--- config.mk ---
export PLATFORM = sky130hd
export DESIGN_NAME = interval_task_dispatcher
export DESIGN_NICKNAME = d
export VERILOG_FILES = /design/src/hw/rtl/itd_pkg.sv /design/src/hw/rtl/interval_task_dispatcher.sv /design/src/hw/rtl/itd_ctrl.sv /design/src/hw/rtl/itd_datapath.sv
export SDC_FILE = /design/constraint.sdc
export NUM_CORES = 1
export LEC_CHECK = 0
export BUFFER_PORTS_ARGS = -buffer_cell sky130_fd_sc_hd__buf_2
export CORE_MARGIN = 10
export CORE_UTILIZATION = 25
export DETAILED_ROUTE_END_ITERATION = 10
export PLACE_DENSITY = 0.41
export SYNTH_ARGS = -nofsm -noshare
export SYNTH_HDL_FRONTEND = slang
export SYNTH_SLANG_ARGS = --single-unit
--- constraint.sdc ---
create_clock -name clk -period 19.09 [get_ports clk]
set_input_delay 0 -clock clk [delete_from_list [all_inputs] [get_ports clk]]
set_output_delay 0 -clock clk [all_outputs]
set_load 0.05 [all_outputs]
--- src/hw/rtl/itd_pkg.sv ---
// ----------------------------------------------------------------------------
// itd_pkg
// Shared types and codes for the interval task dispatcher: command and
// status codes, the table entry layout and the controller/datapath bundles.
// ----------------------------------------------------------------------------
package itd_pkg;

    // default table depth
    localparam int TABLE_DEPTH_DEF = 8;

    // command codes
    localparam logic [2:0] CMD_TICK    = 3'd0;
    localparam logic [2:0] CMD_ADD     = 3'd1;
    localparam logic [2:0] CMD_REMOVE  = 3'd2;
    localparam logic [2:0] CMD_ENABLE  = 3'd3;
    localparam logic [2:0] CMD_DISABLE = 3'd4;
    localparam logic [2:0] CMD_QUERY   = 3'd5;

    // result status codes
    localparam logic [1:0] ST_OK      = 2'd0;
    localparam logic [1:0] ST_FULL    = 2'd1;
    localparam logic [1:0] ST_DUP     = 2'd2;
    localparam logic [1:0] ST_MISSING = 2'd3;

    // one task table entry
    typedef struct packed {
        logic [7:0]  id;
        logic [31:0] interval;
        logic [31:0] last_time;
        logic        enabled;
        logic [31:0] runs;
    } entry_t;

    // table write data selection
    typedef logic [1:0] wr_sel_t;
    localparam wr_sel_t WR_NEW  = 2'd0;
    localparam wr_sel_t WR_TICK = 2'd1;
    localparam wr_sel_t WR_COPY = 2'd2;
    localparam wr_sel_t WR_FLAG = 2'd3;

    // result emission kinds
    typedef logic [1:0] emit_t;
    localparam emit_t EM_NONE     = 2'd0;
    localparam emit_t EM_STATUS   = 2'd1;
    localparam emit_t EM_QUERY    = 2'd2;
    localparam emit_t EM_TICK_END = 2'd3;

    // controller to datapath commands
    typedef struct packed {
        logic       load;
        logic       wr_en;
        wr_sel_t    wr_sel;
        logic       used_inc;
        logic       used_dec;
        logic       push;
        emit_t      emit;
        logic [1:0] status;
    } ctl_t;

    // datapath to controller status
    typedef struct packed {
        logic [2:0] cmd;
        logic       hit;
        logic       fire;
    } sts_t;

endpackage

--- src/hw/rtl/interval_task_dispatcher.sv ---
// ----------------------------------------------------------------------------
// interval_task_dispatcher
// Ordered table of periodic tasks driven by tick, add, remove, enable,
// disable and query commands; a tick reports every due task in table order.
// ----------------------------------------------------------------------------
// Operation: the table is walked one slot per cycle through a registered-read
//   memory over the entries in use, a search stopping at a match; remove then
//   moves each later entry up one slot.
// Throughput: one item at a time, results cannot be held off by the receiver;
//   busy is low again when the last one-cycle done strobe shows.
// Reset: rst_n clears the entry count and control state, not the table.
module interval_task_dispatcher #(
    parameter int TABLE_DEPTH = itd_pkg::TABLE_DEPTH_DEF,
    localparam int CW = $clog2(TABLE_DEPTH + 1),
    localparam int AW = (TABLE_DEPTH > 1) ? $clog2(TABLE_DEPTH) : 1
) (
    input  logic          clk,
    input  logic          rst_n,
    input  logic          start,
    output logic          busy,
    input  logic [2:0]    cmd,
    input  logic [7:0]    task_id,
    input  logic [31:0]   interval_ms,
    input  logic [31:0]   now_ms,
    output logic          done,
    output logic [1:0]    status,
    output logic          fired,
    output logic [7:0]    fired_task,
    output logic          last_result,
    output logic          query_enabled,
    output logic [31:0]   query_interval,
    output logic [31:0]   query_last_time,
    output logic [31:0]   query_runs,
    output logic [CW-1:0] entries_used
);

    itd_pkg::ctl_t ctl;
    itd_pkg::sts_t sts;
    logic [CW-1:0] used;
    logic [AW-1:0] rd_addr;
    logic [AW-1:0] wr_addr;

    // sequencer
    itd_ctrl #(
        .TABLE_DEPTH (TABLE_DEPTH)
    ) u_ctrl (
        .clk     (clk),
        .rst_n   (rst_n),
        .start   (start),
        .busy    (busy),
        .sts     (sts),
        .used    (used),
        .ctl     (ctl),
        .rd_addr (rd_addr),
        .wr_addr (wr_addr)
    );

    // table and result datapath
    itd_datapath #(
        .TABLE_DEPTH (TABLE_DEPTH)
    ) u_datapath (
        .clk             (clk),
        .rst_n           (rst_n),
        .ctl             (ctl),
        .rd_addr         (rd_addr),
        .wr_addr         (wr_addr),
        .cmd             (cmd),
        .task_id         (task_id),
        .interval_ms     (interval_ms),
        .now_ms          (now_ms),
        .sts             (sts),
        .used            (used),
        .done            (done),
        .status          (status),
        .fired           (fired),
        .fired_task      (fired_task),
        .last_result     (last_result),
        .query_enabled   (query_enabled),
        .query_interval  (query_interval),
        .query_last_time (query_last_time),
        .query_runs      (query_runs),
        .entries_used    (entries_used)
    );

endmodule

--- src/hw/rtl/itd_ctrl.sv ---
// ----------------------------------------------------------------------------
// itd_ctrl
// Controller for the interval task dispatcher. Walks the task table one slot
// per cycle for search and tick, then runs the compaction pass on remove.
// ----------------------------------------------------------------------------
module itd_ctrl #(
    parameter int TABLE_DEPTH = itd_pkg::TABLE_DEPTH_DEF,
    localparam int CW = $clog2(TABLE_DEPTH + 1),
    localparam int AW = (TABLE_DEPTH > 1) ? $clog2(TABLE_DEPTH) : 1
) (
    input  logic               clk,
    input  logic               rst_n,
    input  logic               start,
    output logic               busy,
    input  itd_pkg::sts_t      sts,
    input  logic [CW-1:0]      used,
    output itd_pkg::ctl_t      ctl,
    output logic [AW-1:0]      rd_addr,
    output logic [AW-1:0]      wr_addr
);

    localparam logic [1:0] S_IDLE  = 2'd0;
    localparam logic [1:0] S_SCAN  = 2'd1;
    localparam logic [1:0] S_SHIFT = 2'd2;

    localparam logic [CW-1:0] DEPTH_C = CW'(TABLE_DEPTH);

    logic [1:0]    state_reg, state_next;
    logic [CW-1:0] ptr_reg, ptr_next;
    logic [CW:0]   ptr_inc, ptr_inc2, used_ext;
    logic          in_range, full;

    // slot arithmetic
    assign ptr_inc  = {1'b0, ptr_reg} + (CW + 1)'(1);
    assign ptr_inc2 = {1'b0, ptr_reg} + (CW + 1)'(2);
    assign used_ext = {1'b0, used};
    assign in_range = ptr_reg < used;
    assign full     = used == DEPTH_C;
    assign busy     = state_reg != S_IDLE;

    // next state and commands
    always_comb
    begin
        state_next = state_reg;
        ptr_next   = ptr_reg;
        ctl        = '0;
        ctl.status = itd_pkg::ST_OK;
        rd_addr    = '0;
        wr_addr    = ptr_reg[AW-1:0];
        unique case (state_reg)
            S_IDLE:
            begin
                if (start)
                begin
                    ctl.load   = 1'b1;
                    ptr_next   = '0;
                    state_next = S_SCAN;
                end
            end
            S_SCAN:
            begin
                // read slot ahead while this slot is evaluated
                if (ptr_inc < used_ext)
                    rd_addr = ptr_inc[AW-1:0];
                unique case (sts.cmd)
                    itd_pkg::CMD_TICK:
                    begin
                        if (in_range)
                        begin
                            if (sts.fire)
                            begin
                                ctl.wr_en  = 1'b1;
                                ctl.wr_sel = itd_pkg::WR_TICK;
                                ctl.push   = 1'b1;
                            end
                            ptr_next = ptr_inc[CW-1:0];
                        end
                        else
                        begin
                            ctl.emit   = itd_pkg::EM_TICK_END;
                            state_next = S_IDLE;
                        end
                    end
                    itd_pkg::CMD_ADD:
                    begin
                        priority if (full)
                        begin
                            ctl.emit   = itd_pkg::EM_STATUS;
                            ctl.status = itd_pkg::ST_FULL;
                            state_next = S_IDLE;
                        end
                        else if (in_range && sts.hit)
                        begin
                            ctl.emit   = itd_pkg::EM_STATUS;
                            ctl.status = itd_pkg::ST_DUP;
                            state_next = S_IDLE;
                        end
                        else if (in_range)
                        begin
                            ptr_next = ptr_inc[CW-1:0];
                        end
                        else
                        begin
                            ctl.wr_en    = 1'b1;
                            ctl.wr_sel   = itd_pkg::WR_NEW;
                            wr_addr      = used[AW-1:0];
                            ctl.used_inc = 1'b1;
                            ctl.emit     = itd_pkg::EM_STATUS;
                            state_next   = S_IDLE;
                        end
                    end
                    itd_pkg::CMD_REMOVE, itd_pkg::CMD_ENABLE,
                    itd_pkg::CMD_DISABLE, itd_pkg::CMD_QUERY:
                    begin
                        priority if (in_range && sts.hit)
                        begin
                            unique case (sts.cmd)
                                itd_pkg::CMD_ENABLE, itd_pkg::CMD_DISABLE:
                                begin
                                    ctl.wr_en  = 1'b1;
                                    ctl.wr_sel = itd_pkg::WR_FLAG;
                                    ctl.emit   = itd_pkg::EM_STATUS;
                                    state_next = S_IDLE;
                                end
                                itd_pkg::CMD_QUERY:
                                begin
                                    ctl.emit   = itd_pkg::EM_QUERY;
                                    state_next = S_IDLE;
                                end
                                default:
                                begin
                                    // remove: close the gap if later entries exist
                                    if (ptr_inc < used_ext)
                                    begin
                                        state_next = S_SHIFT;
                                    end
                                    else
                                    begin
                                        ctl.used_dec = 1'b1;
                                        ctl.emit     = itd_pkg::EM_STATUS;
                                        state_next   = S_IDLE;
                                    end
                                end
                            endcase
                        end
                        else if (in_range)
                        begin
                            ptr_next = ptr_inc[CW-1:0];
                        end
                        else
                        begin
                            ctl.emit   = itd_pkg::EM_STATUS;
                            ctl.status = itd_pkg::ST_MISSING;
                            state_next = S_IDLE;
                        end
                    end
                    default:
                    begin
                        ctl.emit   = itd_pkg::EM_STATUS;
                        state_next = S_IDLE;
                    end
                endcase
            end
            S_SHIFT:
            begin
                // read data holds slot ptr+1, moved down to slot ptr
                ctl.wr_en  = 1'b1;
                ctl.wr_sel = itd_pkg::WR_COPY;
                if (ptr_inc2 < used_ext)
                begin
                    rd_addr  = ptr_inc2[AW-1:0];
                    ptr_next = ptr_inc[CW-1:0];
                end
                else
                begin
                    ctl.used_dec = 1'b1;
                    ctl.emit     = itd_pkg::EM_STATUS;
                    state_next   = S_IDLE;
                end
            end
            default:
            begin
                state_next = S_IDLE;
            end
        endcase
    end

    // state registers
    always_ff @(posedge clk or negedge rst_n)
    begin
        if (!rst_n)
        begin
            state_reg <= S_IDLE;
            ptr_reg   <= '0;
        end
        else
        begin
            state_reg <= state_next;
            ptr_reg   <= ptr_next;
        end
    end

endmodule

--- src/hw/rtl/itd_datapath.sv ---
// ----------------------------------------------------------------------------
// itd_datapath
// Datapath for the interval task dispatcher: task table memory, command
// registers, fire test, entry count, pending tick result and result registers.
// ----------------------------------------------------------------------------
module itd_datapath #(
    parameter int TABLE_DEPTH = itd_pkg::TABLE_DEPTH_DEF,
    localparam int CW = $clog2(TABLE_DEPTH + 1),
    localparam int AW = (TABLE_DEPTH > 1) ? $clog2(TABLE_DEPTH) : 1
) (
    input  logic               clk,
    input  logic               rst_n,
    input  itd_pkg::ctl_t      ctl,
    input  logic [AW-1:0]      rd_addr,
    input  logic [AW-1:0]      wr_addr,
    input  logic [2:0]         cmd,
    input  logic [7:0]         task_id,
    input  logic [31:0]        interval_ms,
    input  logic [31:0]        now_ms,
    output itd_pkg::sts_t      sts,
    output logic [CW-1:0]      used,
    output logic               done,
    output logic [1:0]         status,
    output logic               fired,
    output logic [7:0]         fired_task,
    output logic               last_result,
    output logic               query_enabled,
    output logic [31:0]        query_interval,
    output logic [31:0]        query_last_time,
    output logic [31:0]        query_runs,
    output logic [CW-1:0]      entries_used
);

    itd_pkg::entry_t mem [TABLE_DEPTH];
    itd_pkg::entry_t rd_data_reg;
    itd_pkg::entry_t wr_data;

    logic [2:0]    cmd_reg;
    logic [7:0]    id_reg;
    logic [31:0]   interval_reg;
    logic [31:0]   now_reg;
    logic [31:0]   elapsed;

    logic [CW-1:0] used_reg, used_next;
    logic          pend_valid_reg, pend_valid_next;
    logic [7:0]    pend_id_reg, pend_id_next;

    logic          done_reg, done_next;
    logic [1:0]    status_reg, status_next;
    logic          fired_reg, fired_next;
    logic [7:0]    fired_task_reg, fired_task_next;
    logic          last_reg, last_next;
    logic          q_en_reg, q_en_next;
    logic [31:0]   q_int_reg, q_int_next;
    logic [31:0]   q_last_reg, q_last_next;
    logic [31:0]   q_runs_reg, q_runs_next;
    logic [CW-1:0] entries_reg, entries_next;

    // command capture
    always_ff @(posedge clk)
    begin
        if (ctl.load)
        begin
            cmd_reg      <= cmd;
            id_reg       <= task_id;
            interval_reg <= interval_ms;
            now_reg      <= now_ms;
        end
    end

    // match and due test on the slot just read
    assign elapsed  = now_reg - rd_data_reg.last_time;
    assign sts.cmd  = cmd_reg;
    assign sts.hit  = rd_data_reg.id == id_reg;
    assign sts.fire = rd_data_reg.enabled &&
                      ((rd_data_reg.interval == 32'd0) || (elapsed >= rd_data_reg.interval));

    // table write data
    always_comb
    begin
        wr_data = rd_data_reg;
        unique case (ctl.wr_sel)
            itd_pkg::WR_NEW:
            begin
                wr_data.id        = id_reg;
                wr_data.interval  = interval_reg;
                wr_data.last_time = 32'd0;
                wr_data.enabled   = 1'b1;
                wr_data.runs      = 32'd0;
            end
            itd_pkg::WR_TICK:
            begin
                wr_data.last_time = now_reg;
                wr_data.runs      = rd_data_reg.runs + 32'd1;
            end
            itd_pkg::WR_FLAG:
            begin
                wr_data.enabled = cmd_reg == itd_pkg::CMD_ENABLE;
            end
            default:
            begin
                wr_data = rd_data_reg;
            end
        endcase
    end

    // task table, one write when enabled and one registered read per cycle
    always_ff @(posedge clk)
    begin
        if (ctl.wr_en)
            mem[wr_addr] <= wr_data;
        rd_data_reg <= mem[rd_addr];
    end

    // entry count and pending fired id
    always_comb
    begin
        used_next = used_reg;
        if (ctl.used_inc)
            used_next = used_reg + CW'(1);
        else if (ctl.used_dec)
            used_next = used_reg - CW'(1);

        pend_valid_next = pend_valid_reg;
        pend_id_next    = pend_id_reg;
        if (ctl.load || (ctl.emit == itd_pkg::EM_TICK_END))
            pend_valid_next = 1'b0;
        if (ctl.push)
        begin
            pend_valid_next = 1'b1;
            pend_id_next    = rd_data_reg.id;
        end
    end

    // result formation
    always_comb
    begin
        done_next       = 1'b0;
        status_next     = itd_pkg::ST_OK;
        fired_next      = 1'b0;
        fired_task_next = 8'd0;
        last_next       = 1'b0;
        q_en_next       = 1'b0;
        q_int_next      = 32'd0;
        q_last_next     = 32'd0;
        q_runs_next     = 32'd0;
        entries_next    = used_next;
        if (ctl.push && pend_valid_reg)
        begin
            // an earlier fired task is sent once a later one fires
            done_next       = 1'b1;
            fired_next      = 1'b1;
            fired_task_next = pend_id_reg;
        end
        unique case (ctl.emit)
            itd_pkg::EM_STATUS:
            begin
                done_next   = 1'b1;
                status_next = ctl.status;
                last_next   = 1'b1;
            end
            itd_pkg::EM_QUERY:
            begin
                done_next   = 1'b1;
                last_next   = 1'b1;
                q_en_next   = rd_data_reg.enabled;
                q_int_next  = rd_data_reg.interval;
                q_last_next = rd_data_reg.last_time;
                q_runs_next = rd_data_reg.runs;
            end
            itd_pkg::EM_TICK_END:
            begin
                done_next       = 1'b1;
                last_next       = 1'b1;
                fired_next      = pend_valid_reg;
                fired_task_next = pend_valid_reg ? pend_id_reg : 8'd0;
            end
            default:
            begin
                last_next = 1'b0;
            end
        endcase
    end

    // control registers
    always_ff @(posedge clk or negedge rst_n)
    begin
        if (!rst_n)
        begin
            used_reg       <= '0;
            pend_valid_reg <= 1'b0;
            done_reg       <= 1'b0;
        end
        else
        begin
            used_reg       <= used_next;
            pend_valid_reg <= pend_valid_next;
            done_reg       <= done_next;
        end
    end

    // payload registers
    always_ff @(posedge clk)
    begin
        pend_id_reg    <= pend_id_next;
        status_reg     <= status_next;
        fired_reg      <= fired_next;
        fired_task_reg <= fired_task_next;
        last_reg       <= last_next;
        q_en_reg       <= q_en_next;
        q_int_reg      <= q_int_next;
        q_last_reg     <= q_last_next;
        q_runs_reg     <= q_runs_next;
        entries_reg    <= entries_next;
    end

    assign used            = used_reg;
    assign done            = done_reg;
    assign status          = status_reg;
    assign fired           = fired_reg;
    assign fired_task      = fired_task_reg;
    assign last_result     = last_reg;
    assign query_enabled   = q_en_reg;
    assign query_interval  = q_int_reg;
    assign query_last_time = q_last_reg;
    assign query_runs      = q_runs_reg;
    assign entries_used    = entries_reg;

endmodule

# Word-level counts from Yosys, hierarchy flattened
# Memories as Yosys holds them, arrays and structs flattened. A register that Yosys moved wholly into a read port is not among the register bits.
# Cells that the tools add are included.
# word_totals
reg_bits	208
rom_bits	0
latch_bits	0
in_bits	78
n_memories	1
ram_bits	840
# mem_list
memory	words	width	rd	rd_ports_with_merged_regs	wr	line_no	source
u_datapath.mem	8	105	1	1	1	itd_datapath.sv:34	itd_pkg::entry_t mem [TABLE_DEPTH];
# classes
addsub	6
multipliers	0
bitwise	0
muxes	79
shift	0
eq_ne	19
n_lt_le_gt_ge	4
n_div	0
reduce_logical	19
# ops
operator	n
$pmux 32 s2	2
$mux 4	11
$mux 40	1
$mux 3	12
$add 32x1->32 const B	1
$ge 32x32->1	1
$logic_not 32->1	1
$sub 32x32->32	1
$mux 2	13
$mux 1	24
$mux 8	3
$pmux 4 s3	2
$pmux 2 s3	3
$pmux 2 s2	3
$pmux 3 s2	2
$lt 5x4->1	2
$pmux 3 s3	1
$eq 2x2->1 const B	4
$eq 8x8->1	1
$eq 2x1->1 const B	3
$eq 3x2->1 const B	2
$eq 3x3->1 const B	2
$reduce_or 3->1	2
$add 4x1->5 const B	1
21 further kinds	29

# Longest topological paths before layout
# depth
word_depth	11
mapped_depth	28

# Hierarchy
# From an unflattened synthesis, not the netlist that was laid out.
# unflattened
cells_unflattened	2524
area_unflattened_um2	44935.6
# modules_own_cells
module	area_per_inst_um2	seq_area_each_um2	instances	cells_per_inst
itd_datapath	43785.7	32230.9	1	2381
itd_ctrl	1149.9	150.1	1	143

# Worst setup path after synthesis
# Ideal clock, no wire load.
# synth_path
kind	flip-flop to flip-flop
from	reg u_datapath.now_reg[14]
to	mem u_datapath.mem[5][0] in the netlist's numbering, enable pin
arrival_ns	14.623
path_buffers	2
setup_slack_ns	3.603
period_less_slack_ns	15.487
setup_time_ns	0.863
stages_incl_launch_ff	17
path_cell_list	edfxtp_1 -> ha_1 -> clkbuf_1 -> nand3_1 -> a2111o_1 -> o31ai_1 -> nor2_1 -> o2111a_1 -> a311o_1 -> ha_1 -> nand4_1 -> or2_2 -> nor4_1 -> nand2_1 -> and4_1 -> clkbuf_1 -> nor4b_1
# synth_via
elab_chain_len	10
# synth_lines
element	line_no	source
from (decl)	itd_datapath.sv:41	logic [31:0] now_reg;
from (signal assigned)	itd_datapath.sv:67	now_reg <= now_ms;
$sub 32x32->32	itd_datapath.sv:72	assign elapsed = now_reg - rd_data_reg.last_time;
$ge 32x32->1	itd_datapath.sv:76	((rd_data_reg.interval == 32'd0) || (elapsed >= rd_data_reg.interval));
$logic_or 1x1->1	itd_datapath.sv:76	
$logic_and 1x1->1	itd_datapath.sv:75	assign sts.fire = rd_data_reg.enabled &&
$mux 3	itd_ctrl.sv:70	if (sts.fire)
$mux 3	itd_ctrl.sv:68	if (in_range)
$pmux 3 s3	itd_ctrl.sv:65	unique case (sts.cmd)
$pmux 3 s2	itd_ctrl.sv:50	unique case (state_reg)
$mux 1	itd_datapath.sv:110	if (ctl.wr_en)
$mux 1 (not written as such)	itd_datapath.sv:111	mem[wr_addr] <= wr_data;
to (decl)	itd_datapath.sv:34	
# Every way passes these cells.

==> flow_metrics.env <==
export IMPL_vias=24000
export IMPL_hold_start="now_ms[0]"
export IMPL_largest_reg_flops=840
export IMPL_grt_setup_unrepaired="false"
export IMPL_post_dp_hpwl_mm=74.2
export IMPL_synth_top_cell_by_area="edfxtp_1"
export IMPL_fin_util=0.306
export IMPL_leakagePower_nw=17.8
export IMPL_crit_required_ps=19540
export IMPL_syn_avg_cell_area_sq_um=17.7
export IMPL_synthArstFlopShare=0.0104
export IMPL_synthTopCellsByCount="edfxtp_1, dfxtp_1, mux4_2"
export IMPL_switchingPower_mw=1.90
export IMPL_fp_dieW_microns=444
export IMPL_ys_types=66
export IMPL_critical_path_class="flop to flop"
export IMPL_syn_area_sq_um=45000
export IMPL_hold_viol_final=0
export IMPL_viasPerCell=4.43
export IMPL_root_buffer="clkbuf_16"
export IMPL_drt_initial_drc_count=1557
export IMPL_drc=0
export IMPL_fp_row_count=155
export IMPL_drive_above_1_share=0.249
export IMPL_cp_start_kind="flop"
export IMPL_clk_pin_slew_ps=50
export IMPL_clk_latency_ps=780
export IMPL_min_path_type="primary input to flop"
export IMPL_timing_rr_start="u_datapath.now_reg[0]"
export IMPL_relSlewSlack=0.224
export IMPL_start_util=0.252
export IMPL_end_kind="flop"
export IMPL_worstSetupStartpoint="u_datapath.now_reg[0]"
export IMPL_skew_ps=29.3
export IMPL_p_seq_frac=0.444
export IMPL_setup_tns_ps=0
export IMPL_fin_nets=3103
export IMPL_yosysMostFrequentCell="edfxtp_1"
export IMPL_core_area_sq_um=179000
export IMPL_critPathArrivalTime_ps=8690
export IMPL_grt_first_pass_wirelength_mm=184
export IMPL_grt_use_total=0.126
export IMPL_grt_max_degree=112
export IMPL_die_y_microns=444
export IMPL_first_pass_iters=5
export IMPL_synth_area_leaders="edfxtp_1, mux4_2, dfxtp_1"
export IMPL_tightest_slew_ps=1160
export IMPL_avgRoutedWirePerCell_microns=23.4
export IMPL_pwr_share_clk=0.374
export IMPL_antenna_left=0
export IMPL_drt_total_wl_mm=127
export IMPL_clockBufferDepth=3
export IMPL_seq_area_frac_synth=0.720
export IMPL_area_growth_pct=21.4
export IMPL_die_area_sq_um=197000
export IMPL_grt_antenna_before_repair=5
export IMPL_cts_setup_buffers=0
export IMPL_cts_made_buffers=135
export IMPL_layout_min_cycle_time_ps=8230
export IMPL_syn_num_nets=2713
export IMPL_place_gp_congestion=0.772
export IMPL_synth_ff_type="edfxtp_1"
export IMPL_synth_edf_count=923
export IMPL_synth_top_area_frac=0.616
export IMPL_synth_seq_cells=1153
export IMPL_switching_share=0.284
export IMPL_grt_pass1_vias=26000
export IMPL_crit_fanout=26
export IMPL_grt_overflow=0
export IMPL_outcome="completed"
export IMPL_cts_tree="yes"
export IMPL_yosys_warnings=0
export IMPL_setup_viol=0
export IMPL_portBuffers=192
export IMPL_pin_count=193
export IMPL_setup_slack_ps=10860
export IMPL_internal_power_mw=4.79
export IMPL_fin_crit_sh=0.431
export IMPL_dp_slack_ps=10890
export IMPL_slew_viol_final=0
export IMPL_syn_inst=2548
export IMPL_cap_violations=0
export IMPL_ir_drop_v=0.0000872
export IMPL_max_freq_mhz=121
export IMPL_cts_sinks=1153
export IMPL_p_comb_frac=0.182
export IMPL_htree_num_levels=4
export IMPL_power_density_nw_per_um2=123
-- placed cells by master, fill, tap and decap left out, types with 6 or more instances in the layout --
cell type / n
a21o_1: 29
a21oi_1: 44
a31oi_1: 8
and2_1: 104
and3_1: 18
and4_1: 7
buf_12: 9
buf_2: 192
buf_4: 14
bufinv_16: 6
clkbuf_1: 39
clkbuf_16: 137
clkbuf_8: 8
clkinv_1: 15
clkinv_2: 22
dfrtp_1: 12
dfxtp_1: 218
dlygate4sd3_1: 151
edfxtp_1: 923
ha_1: 84
inv_1: 95
inv_6: 8
mux2_2: 114
mux2i_1: 9
mux4_2: 210
nand2_1: 136
nand2b_1: 17
nand3_1: 37
nand4_1: 17
nor2_1: 45
nor3_1: 17
nor4_1: 12
o211ai_1: 19
o21a_1: 6
o21ai_0: 76
o31ai_1: 47
xnor2_1: 30
xor2_1: 11
-- metal layers --
layer	routed length, microns	GRT usage	part of all wire	vias to the layer above
met2	66200	0.229	0.52	488
met4	3430	0.0401	0.027	0
met3	4610	0.0231	0.036	189
met5	0	0	0	-
li1	-	-	-	10800
met1	52200	0.150	0.41	12500
-- area by class of cell --
type	instances	area (sq um)
fillers	17500	124000
clock buffers	184	3680
multi-input cells	1186	11900
repair buffers	366	2760
clock inverters	65	627
inverters	96	363
flip-flops and latches	1153	32400
well taps	2355	2950
diodes	3	7.51
-- critical path, cell delays in order, from the launching register on --
cell and delay, ps:
edfxtp_1 400, inv_1 80, ha_1 180, inv_1 60, fa_1 410, a211oi_1 230, o21ai_0 220, o2111ai_1 480
a2111oi_0 200, nor3_1 560, nor4_1 110, nand4b_1 200, ha_1 310, nand4_1 120, or2_2 350, nor4_1 830
nand2_1 170, a31oi_1 440, ha_4 470, and2_1 300, nand3_1 110, or4_1 590, or2_2 440, o31ai_1 650
-- metrics by stage --
step	hold slack (ps)	power (mW)	instance area (sq um)	std cells
after global placement	-56.6	4.24	48800	5005
after floorplan	-296	3.83	45000	2548
after CTS	8.49	6.82	54600	5405
after detailed placement	-62.0	4.25	48800	5005
after global routing	26.0	7.02	54600	5406
final	45.6	6.69	54600	5408
-- timing repair --
item                                   CTS  global route
gates resized for setup                  0             0
endpoints found under the hold margin  116             0
hold buffers                           151             0
-- power by group through the flow --
stage               logic, mW  clock network (mW)  registers [mW]
global placement         1.21                   0            3.03
finish                   1.22                2.51            2.97
floorplan               0.837                   0            2.99
detailed placement       1.22                   0            3.03
CTS                      1.25                2.59            2.98
global route             1.35                2.69            2.99
-- path summary, 6_finish.rpt --
kind	endpoint	slack, ps	cells past startpoint
setup / recovery	u_datapath.mem[3][25]	10860	23
hold / removal	u_datapath.now_reg[0]	50	2
setup reg to reg	u_datapath.mem[3][25]	10860	23
hold reg to reg	u_datapath.query_last_time[9]	480	1
max in group asynchronous	u_ctrl.state_reg[0]	18270	3
min in group asynchronous	u_datapath.done	380	3
-- logic make-up (layout without fill, tap and decap cells) --
| group | after synthesis | count (layout) | synth area share |
|---|---|---|---|
| xor+xnor | 41 | 41 | 0.00798 |
| mux | 333 | 333 | 0.136 |
| compound gates | 282 | 282 | 0.0424 |
| buf+inv | 209 | 711 | 0.0193 |
| other cells | 0 | 3 | 0 |
| fa+ha+maj | 87 | 87 | 0.0244 |
| flops | 1153 | 1153 | 0.720 |
| simple gates | 443 | 443 | 0.0507 |
Power figures use the tool's default switching activity.
